===== src/w3c_pkg.sv =====
package w3c_pkg;

  // defaults for the top-level parameters
  localparam int MAX_WIDTH_DEF  = 1024;
  localparam int PIXEL_BITS_DEF = 16;
  localparam int COEF_BITS_DEF  = 8;

  // fixed field and register widths
  localparam int FILTERED_BITS   = 23;
  localparam int COLUMN_BITS     = 10;
  localparam int ROW_BITS        = 12;
  localparam int WIDTH_REG_BITS  = 11;
  localparam int HEIGHT_REG_BITS = 13;
  localparam int CFG_INDEX_BITS  = 3;

  localparam int WIDTH_RESET  = 1024;
  localparam int HEIGHT_RESET = 4096;
  localparam int HEIGHT_LIMIT = 4096;
  localparam int MIN_SIZE     = 3;
  localparam int DIVISOR      = 9;

  // 3x3 window
  localparam int KERNEL_DIM = 3;
  localparam int NUM_TAPS   = KERNEL_DIM * KERNEL_DIM;

  // window queue between front and back
  localparam int QUEUE_DEPTH = 4;
  localparam int QPTR_BITS   = $clog2(QUEUE_DEPTH);
  localparam int QCNT_BITS   = $clog2(QUEUE_DEPTH + 1);

  typedef enum logic [CFG_INDEX_BITS-1:0] {
    REG_FRAME_WIDTH   = 3'd0,
    REG_FRAME_HEIGHT  = 3'd1,
    REG_KERNEL_TOP    = 3'd2,
    REG_KERNEL_MIDDLE = 3'd3,
    REG_KERNEL_BOTTOM = 3'd4
  } cfg_reg_t;

  typedef struct packed {
    logic [COLUMN_BITS-1:0] column;
    logic [ROW_BITS-1:0]    row;
    logic                   last_of_frame;
  } coord_t;

  typedef struct packed {
    logic                 empty;
    logic [QCNT_BITS-1:0] count;
  } q_status_t;

  function automatic int max_of(input int a, input int b);
    return (a > b) ? a : b;
  endfunction

endpackage


===== src/w3c_queue.sv =====
module w3c_queue import w3c_pkg::*; #(
  parameter int DATA_BITS = 8
) (
  input  logic                 clk,
  input  logic                 rst_n,
  input  logic                 push,
  input  logic [DATA_BITS-1:0] push_data,
  input  logic                 pop,
  output logic [DATA_BITS-1:0] head_data,
  output q_status_t            status
);

  logic [DATA_BITS-1:0] slot_r [QUEUE_DEPTH];
  logic [QPTR_BITS-1:0] wr_ptr_r;
  logic [QPTR_BITS-1:0] rd_ptr_r;
  logic [QCNT_BITS-1:0] count_r;

  always_ff @(posedge clk) begin
    if (!rst_n) begin
      wr_ptr_r <= '0;
      rd_ptr_r <= '0;
      count_r  <= '0;
    end else begin
      if (push) begin
        wr_ptr_r <= wr_ptr_r + QPTR_BITS'(1);
      end
      if (pop) begin
        rd_ptr_r <= rd_ptr_r + QPTR_BITS'(1);
      end
      if (push && !pop) begin
        count_r <= count_r + QCNT_BITS'(1);
      end else if (pop && !push) begin
        count_r <= count_r - QCNT_BITS'(1);
      end
    end
  end

  always_ff @(posedge clk) begin
    if (push) begin
      slot_r[wr_ptr_r] <= push_data;
    end
  end

  assign head_data    = slot_r[rd_ptr_r];
  assign status.empty = (count_r == '0);
  assign status.count = count_r;

endmodule


===== config.mk =====
export PLATFORM = sky130hd
export DESIGN_NAME = w3c_queue
export DESIGN_NICKNAME = d
export VERILOG_FILES = /design/src/w3c_pkg.sv /design/src/w3c_queue.sv
export SDC_FILE = /design/constraint.sdc
export NUM_CORES = 1
export LEC_CHECK = 0
export BUFFER_PORTS_ARGS = -buffer_cell sky130_fd_sc_hd__buf_2
export CAP_MARGIN = 20
export CORE_ASPECT_RATIO = 0.5
export CORE_MARGIN = 2
export CORE_UTILIZATION = 49
export DETAILED_ROUTE_END_ITERATION = 10
export PLACE_DENSITY_LB_ADDON = 0.05
export SLEW_MARGIN = 20
export SYNTH_ARGS = -nofsm -noshare
export SYNTH_HDL_FRONTEND = slang
export SYNTH_SLANG_ARGS = --single-unit

===== constraint.sdc =====
create_clock -name clk -period 1.25 [get_ports clk]
set_input_delay 0 -clock clk [delete_from_list [all_inputs] [get_ports clk]]
set_output_delay 0 -clock clk [all_outputs]
set_load 0.01 [all_outputs]

* Word-level counts from Yosys, hierarchy flattened
Memory sizes are Yosys's and may differ from the RTL's. A register that Yosys moved wholly into a read port is not among the register bits.
Index checks and enable logic that the tools add are counted.
** Word-level totals
- Input bits :: 12
- Word-level logic and storage cells :: 20
- Output and inout port bits :: 12
- Memories kept :: 1
- Bits in writable memories :: 32
- Register bits after elaboration :: 7
** Memory list
- slot_r :: depth 4, width 8, rd ports 1, clocked after Yosys merged registers in 1, write ports 1, RTL line w3c_queue.sv:13 : logic [DATA_BITS-1:0] slot_r [QUEUE_DEPTH];
** Operators by class
- $add $sub $neg :: 4
- Reductions and logical operators :: 6
- Muxes and demuxes :: 6
** Operators by type and width (count)
- two-way mux 3 bit :: 2
- adder 2 x 1 -> 2 bit, second input constant :: 2
- two-way mux 2 bit :: 2
- adder 3 x 1 -> 3 bit, second input constant :: 1
- logical NOT 3 bit :: 1
- subtractor 3 x 1 -> 3 bit, second input constant :: 1
- logical AND 1 bit :: 2
- logical NOT 1 bit :: 2
- two-way mux 1 bit :: 2
- nonzero test 2 bit :: 1

* Longest topological paths before layout
Gate-level depths: netlist of run 1.
- Depth in word-level cells :: 4
- Mapped depth :: 7
- Depth with buffers taken out :: 7

* Least setup slack after synthesis of run 1
No wires, ideal clock.
- Path type :: reg-to-reg
- From :: reg count_r[0]
- To :: reg count_r[2]
- Path buffers :: 0
- Arrival time :: 1360 ps
- Path slack :: -180 ps
- Period minus slack after synthesis :: 1430 ps
- Setup time :: 70 ps
- Data required time :: 1180 ps
- Cell stages (with the launch flop) :: 5
- Cell sequence :: dfxtp_1 fa_1 xor2_1 or3_1 a21boi_1
** On the way
- Cells in the longest elaborated chain, start to end :: 3
- Elaborated cells between the ends (all ways) :: 4
- Classes of those cells :: add/sub: 2; mux: 2
** Ends and longest elaborated chain
- start: declaration :: RTL line w3c_queue.sv:16 : logic [QCNT_BITS-1:0] count_r;
- start signal: assignment :: RTL line w3c_queue.sv:31 : count_r <= count_r + QCNT_BITS'(1);
- start signal: assignment :: RTL line w3c_queue.sv:33 : count_r <= count_r - QCNT_BITS'(1);
- subtractor 3 x 1 -> 3 bit :: RTL line w3c_queue.sv:33
- two-way mux 3 bit :: RTL line w3c_queue.sv:32 : end else if (pop && !push) begin
- two-way mux 3 bit (*) :: RTL line w3c_queue.sv:30 : if (push && !pop) begin
Mark *: on every way between the ends. The rest lies on a longest branch, timed or not. The select of a mux whose other input is x is not followed.
A chain may end at the register's enable or synchronous reset.

==> results of run 1 <==
==> logic make-up after synthesis <==
kind of cell	after synthesis	share of synthesized area
AO/OA/AOI/OAI	2	0.00784
AND/OR/NAND/NOR	14	0.0525
adder cells (fa/ha/maj)	6	0.0518
multiplexers	10	0.125
buffers and inverters	6	0.0196
flip-flops	41	0.715
XOR/XNOR	5	0.0275
==> critical path, stage by stage (launching register included) <==
cell     delay [ps]
dfxtp_2         340
buf_12          130
mux4_2          520
buf_6           140
==> cell type report <==
cell class | count | area share
Clock buffer | 5 | 0.0333
Multi-Input combinational cell | 37 | 0.207
Tap cell | 40 | 0.0242
Sequential cell | 41 | 0.558
Clock inverter | 2 | 0.00545
Timing Repair Buffer | 42 | 0.165
Inverter | 4 | 0.00727
==> registers in the layout, summed over array words and instances (netlist names), named ones only <==
name	count
slot_r	32
count_r	3
rd_ptr_r	2
wr_ptr_r	2
==> cells in the mapped netlist (all sizes together) <==
library cell and instances:
dfxtp 9, ha 5, mux2i 2, buf 1, fa 1, nand2 1, and2 9, a21boi 1
nor2b 2, mux4 8, or3 1, o21ai 1, edfxtp 32, xnor2 2, nor3 1, xor2 3
clkbuf 1, inv 4
==> stage by stage <==
stage	hold slack, ps	total power [mW]	utilization
final	23.3	2.87	0.677
after global placement	210	2.04	0.615
after detailed placement	221	2.07	0.615
after global routing	16.1	3.00	0.677
after CTS	10.2	2.88	0.671
after floorplan	98.9	1.87	-
==> metal layers <==
layer	up-vias	global-route usage
li1	406	-
met3	5	0.0560
met2	23	0.290
met1	407	0.168
met5	-	0
met4	0	0.0667
==> power by group through the flow <==
stage,registers (mW),clock network (mW),logic (mW)
after global placement,1.63,0,0.412
after detailed placement,1.64,0,0.435
final,1.61,0.785,0.476
after global routing,1.61,0.859,0.524
after CTS,1.61,0.810,0.464
after floorplan,1.63,0,0.235
==> worst min-delay path by stage <==
stage | end | slack (ps) | depth (start not counted)
floorplan | slot_r[0][0] | 100 | 0
global placement | slot_r[1][7] | 210 | 1
detailed placement | slot_r[1][7] | 220 | 1
CTS | wr_ptr_r[0] | 10 | 2
global route | count_r[1] | 20 | 2
finish | wr_ptr_r[0] | 20 | 2
==> what timing repair did <==
action,CTS,global route
hold buffers,8,0
hold endpoints to repair,32,0
endpoints found under the setup margin,25,17
resized for setup,4,4
==> out/metrics.yaml, run 1 <==
placed_design:
  dp_hpwl_mm: 1.78
  port_buffers: 23
  place_inst: 156
  gp_congestion: 0.658
  post_dp_cell_area_um2: 1870
  place_ws_ps: -182
drt:
  vias: 841
  met1_length_mm: 1.03
  wl_met2_mm: 1.37
  dr_wl_met3_um: 128
  highest_layer: "met4"
  drcViolationCount: 0
  ant_nets: 0
  wl_per_cell_um: 15.0
  dr.pass1.iters: 4
  dr.first_iter.drc_count: 17
  totalWireLength_mm: 2.56
  vias_per_cell: 4.92
timing:
  grt_setup_unrepaired: "yes"
  final-max-slew-violation-count: 0
  setup_viol: 9
  finalCritPeriodShare: 1.13
  post-route-min-period_ps: 1420
  worst_pin_slew_ps: 377
  fin_skew_ps: 1.95
  layout_setup_ws_ps: -166
  maxSlewHeadroom: 0.749
  finalHoldViolCount: 0
  fmax_ghz: 0.706
  tns_ps: -1300
final_layout:
  multi_input_area_um2: 428
  layout_common_cells: "edfxtp_1, buf_2, mux4_2, dlygate4sd3_1, buf_4"
  nNetsFinal: 149
  drive_gt1_frac: 0.420
  fillCellCount: 217
  syn_to_final_growth_pct: 29.4
  layoutNonFillerInstCount: 171
  seqCellArea_um2: 1150
  final_common_cell: "edfxtp_1"
  n_antenna_cell: 0
  design_area_um2: 2060
cts:
  clock-root-buffer: "clkbuf_8"
  cts_setup_buffers: 0
  cts.sinks: 41
  h-tree-depth: 2
  path_clk_slew_ps: 70
  clk_path_buf_depth: 2
  cts_tree: "built"
  numCtsBuffers: 5
  clk-insertion-delay-late_ps: 280
worst_setup_path:
  cp_max_fo: 8
  cp.required_ps: 1250
  critPathLaunchType: "flop"
  worst_ep_arrival_time_ps: 1420
  cp-end-kind: "output pin"
  rr_startpoint: "count_r[1]"
  path_class: "reg -> out"
  crit_end: "head_data[2]"
  reg2regPathDepth: 4
  r2r-end: "count_r[2]"
  r2r_slack_ps: -110
pwr:
  seqPwrFrac: 0.560
  p_leak_nw: 0.780
  p_int_mw: 2.21
  swShare: 0.230
  p_switching_mw: 0.658
  ir_drop_uv: 682
  power_density_nw_per_um2: 1390
  p_comb_frac: 0.166
  clock_power_share: 0.274
logic_synthesis:
  synth.distinct_cells: 18
  yosysWarnings: 0
  yosys-top-cells-area: "edfxtp_1, dfxtp_1, mux4_2, ha_1, and2_1"
  synth_seq_area_share: 0.715
  ys_seq_elements: 41
  synth_top_area_cell: "edfxtp_1"
  syn_inst: 84
  syn_area_um2: 1600
  synth_top_area_frac: 0.602
  syn_nets: 102
  syn_area_per_cell_um2: 19.0
floorplanning:
  dieArea_um2: 3760
  pin_count: 24
  die_w_um: 84.7
  start_util: 0.523
  core-area_um2: 3050
  die_y_um: 44.3
  num_rows: 14
global_routing:
  antenna_found_initial: 0
  grt_use_total: 0.156
  grt_max_degree: 13
  grt_pass1_wl_mm: 4.13
  gr-total-overflow: 0
  grt_pass1_vias: 926
status:
  violations: "setup timing"
  status: "finished, violations left"
hold_path:
  hp-class: "in -> reg"
  min_from: "rst_n"
run:
  drv_cap: 0
(Power assumes the default switching activity.)
==> run 2, diff against run 1 <==
--- a/config.mk
+++ b/config.mk
@@ -9,7 +9,7 @@
 export CAP_MARGIN = 20
 export CORE_ASPECT_RATIO = 0.5
 export CORE_MARGIN = 2
-export CORE_UTILIZATION = 49
+export CORE_UTILIZATION = 55
 export DETAILED_ROUTE_END_ITERATION = 10
 export PLACE_DENSITY_LB_ADDON = 0.05
 export SLEW_MARGIN = 20
==> constraint.sdc (replaced) <==
create_clock -name clk -period 1.5 [get_ports clk]
set_input_delay 0 -clock clk [delete_from_list [all_inputs] [get_ports clk]]
set_output_delay 0 -clock clk [all_outputs]
set_load 0.01 [all_outputs]
==> run 2 against run 1 <==
Combinational power shrank 33%. Critical path type is now reg -> reg. Hold slack worse by 12 ps. Worst setup slack gained 240 ps. The run now ends clean. Critical endpoint is now count_r[2].
==> out/metrics.yaml, run 2 (same netlist as run 1, synthesis figures left out) <==
final_layout:
  final_common_cell: "edfxtp_1"  # unchanged
  top_register: "slot_r"  # unchanged
  nNetsFinal: 140  # was 149
  layout_common_cells: "edfxtp_1, buf_2, and2_1"  # was edfxtp_1, buf_2, mux4_2, dlygate4sd3_1, buf_4
  top_regs: "slot_r x32, count_r x3"  # unchanged
  drive_gt1_frac: 0.333  # was 0.420
  largest_register_ffs: 32  # unchanged
  n_antenna_cell: 0  # unchanged
  design_area_um2: 1950  # was 2060 um2
  fin_util: 0.731  # was 0.677
  syn_to_final_growth_pct: 22.2  # was 29.4%
  layoutNonFillerInstCount: 160  # was 171
  fillCellCount: 173  # was 217
cts:
  numCtsBuffers: 5  # unchanged
  clk_path_buf_depth: 2  # unchanged
  cts.sinks: 41  # unchanged
  cts_tree: "built"  # unchanged
  clock-root-buffer: "clkbuf_8"  # unchanged
  clk-insertion-delay-late_ps: 280  # about the same
  path_clk_slew_ps: 70  # about the same
  h-tree-depth: 2  # unchanged
pwr:
  power_density_nw_per_um2: 1280  # was 1390 nW/um2
  ir_drop_uv: 908  # was 682 uV
  p_leak_nw: 0.729  # was 0.780 nW
  power_mw: 2.49  # was 2.87 mW
worst_setup_path:
  r2r_slack_ps: 70  # was -110 ps
  reg2regPathDepth: 4  # unchanged
  path_class: "reg -> reg"  # was reg -> out
  worst_ep_arrival_time_ps: 1640  # was 1420 ps
  crit_end: "count_r[2]"  # was head_data[2]
  cp.required_ps: 1710  # was 1250 ps
  r2r-end: "count_r[2]"  # unchanged
  critPathLaunchType: "flop"  # unchanged
  cp_max_fo: 4  # was 8
  crit_start: "count_r[0]"
  crit_slowest_cell: "fa_2"  # was mux4_2
  cp-end-kind: "flop"  # was output pin
  crit_path_max_incr_delay_ps: 390  # was 520 ps
  path_cells: "fa_2 > xor2_1 > or3_1 > a21boi_1"  # was buf_12 > mux4_2 > buf_6
  rr_startpoint: "count_r[0]"  # was count_r[1]
floorplanning:
  die_w_um: 80.2  # was 84.7 um
  start_util: 0.598  # was 0.523
  num_rows: 13  # was 14
  pin_count: 24  # unchanged
  dieArea_um2: 3370  # was 3760 um2
  core-area_um2: 2670  # was 3050 um2
  die_y_um: 42.1  # was 44.3 um
drt:
  highest_layer: "met3"  # was met4
  dr_wl_met3_um: 143  # was 128 um
  wl_per_cell_um: 15.6  # was 15.0 um
  vias_per_cell: 5.03  # was 4.92
  vias: 804  # was 841
  totalWireLength_mm: 2.50  # was 2.56 mm
  drcViolationCount: 0  # unchanged
  dr.first_iter.drc_count: 49  # was 17
  met1_length_mm: 1.01  # was 1.03 mm
  dr.pass1.iters: 4  # unchanged
  ant_nets: 0  # unchanged
  wl_met2_mm: 1.35  # was 1.37 mm
timing:
  finalCritPeriodShare: 0.953
  fmax_ghz: 0.700
  post-route-min-period_ps: 1430
  final-max-slew-violation-count: 0  # unchanged
  setup_viol: 0  # was 9
  worst_pin_slew_ps: 412  # was 377 ps
  fin_skew_ps: 6.85  # was 1.95 ps
  fin_worst_hold_slack_ps: 11.0  # was 23.3 ps
  tns_ps: 0  # was -1300 ps
  layout_setup_ws_ps: 71.1  # was -166 ps
  finalHoldViolCount: 0  # unchanged
  grt_setup_unrepaired: "no"  # was yes
  maxSlewHeadroom: 0.725  # was 0.749
hold_path:
  hp-class: "in -> reg"  # unchanged
global_routing:
  antenna_found_initial: 0  # unchanged
  grt_pass1_wl_mm: 4.08  # was 4.13 mm
  grt_max_degree: 13  # unchanged
  grt_use_total: 0.175  # was 0.156
  gr-total-overflow: 0  # unchanged
  grt_pass1_vias: 835  # was 926
placed_design:
  port_buffers: 23  # unchanged
  gp_congestion: 0.756  # was 0.658
  dp_hpwl_mm: 1.82  # was 1.78 mm
  place_inst: 144  # was 156
  post_dp_cell_area_um2: 1760  # was 1870 um2
  place_ws_ps: 9.89  # was -182 ps
run:
  drv_cap: 0  # unchanged
status:
  status: "finished, final reports clean"  # was finished, violations left
run 2: changes by cell type in the layout (fill, tap and decap cells not counted), sizes merged:
cell | previous run | this run
buf | 34 | 25
bufinv | 0 | 1
clkbuf | 5 | 6
clkinvlp | 1 | 0
run 2: worst min-delay path by stage:
stage / slack [ps] / start / end / cells past startpoint
detailed placement: 220 / push_data[3] / slot_r[0][3] / 1
finish: 10 / rst_n / wr_ptr_r[0] / 2
global route: 20 / rst_n / rd_ptr_r[0] / 2
CTS: 8 / rst_n / wr_ptr_r[0] / 2
floorplan: 100 / push_data[0] / slot_r[0][0] / 0
global placement: 210 / push_data[1] / slot_r[0][1] / 1
run 2: report_power, final:
part	leakage [nW]	switching [mW]	total [mW]	internal, mW
registers	0.369	0.0450	1.34	1.30
logic	0.307	0.148	0.319	0.170
clock network	0.0528	0.342	0.833	0.491
run 2: critical path, delay by kind of cell (launching register included):
family / cells / cell delay (ps)
AND/OR/NAND/NOR: 1 / 300
XOR/XNOR: 1 / 150
AO/OA/AOI/OAI: 1 / 160
adder cells (fa/ha/maj): 1 / 390
flip-flops: 1 / 350
run 2: metal layers:
metal	up-vias	track usage
met3	0	0.0733
li1	387	-
met5	-	0
met1	396	0.189
met2	21	0.320
met4	0	0.0407
run 2: final cells by class:
type                       instances  area (um2)  area share
timing repair buffer              33         214       0.110
tap                               37        46.3      0.0237
clock inverter                     2        33.8      0.0173
inverter                           4        15.0     0.00770
multi-input combinational         37         425       0.218
clock buffer                       6        72.6      0.0372
sequential                        41        1140       0.586
run 2: what timing repair did:
action,in CTS,in global routing
hold endpoints to repair,32,0
hold buffers,8,0
setup endpoints to repair,1,9
buffers inserted,0,0
resized for setup,1,2
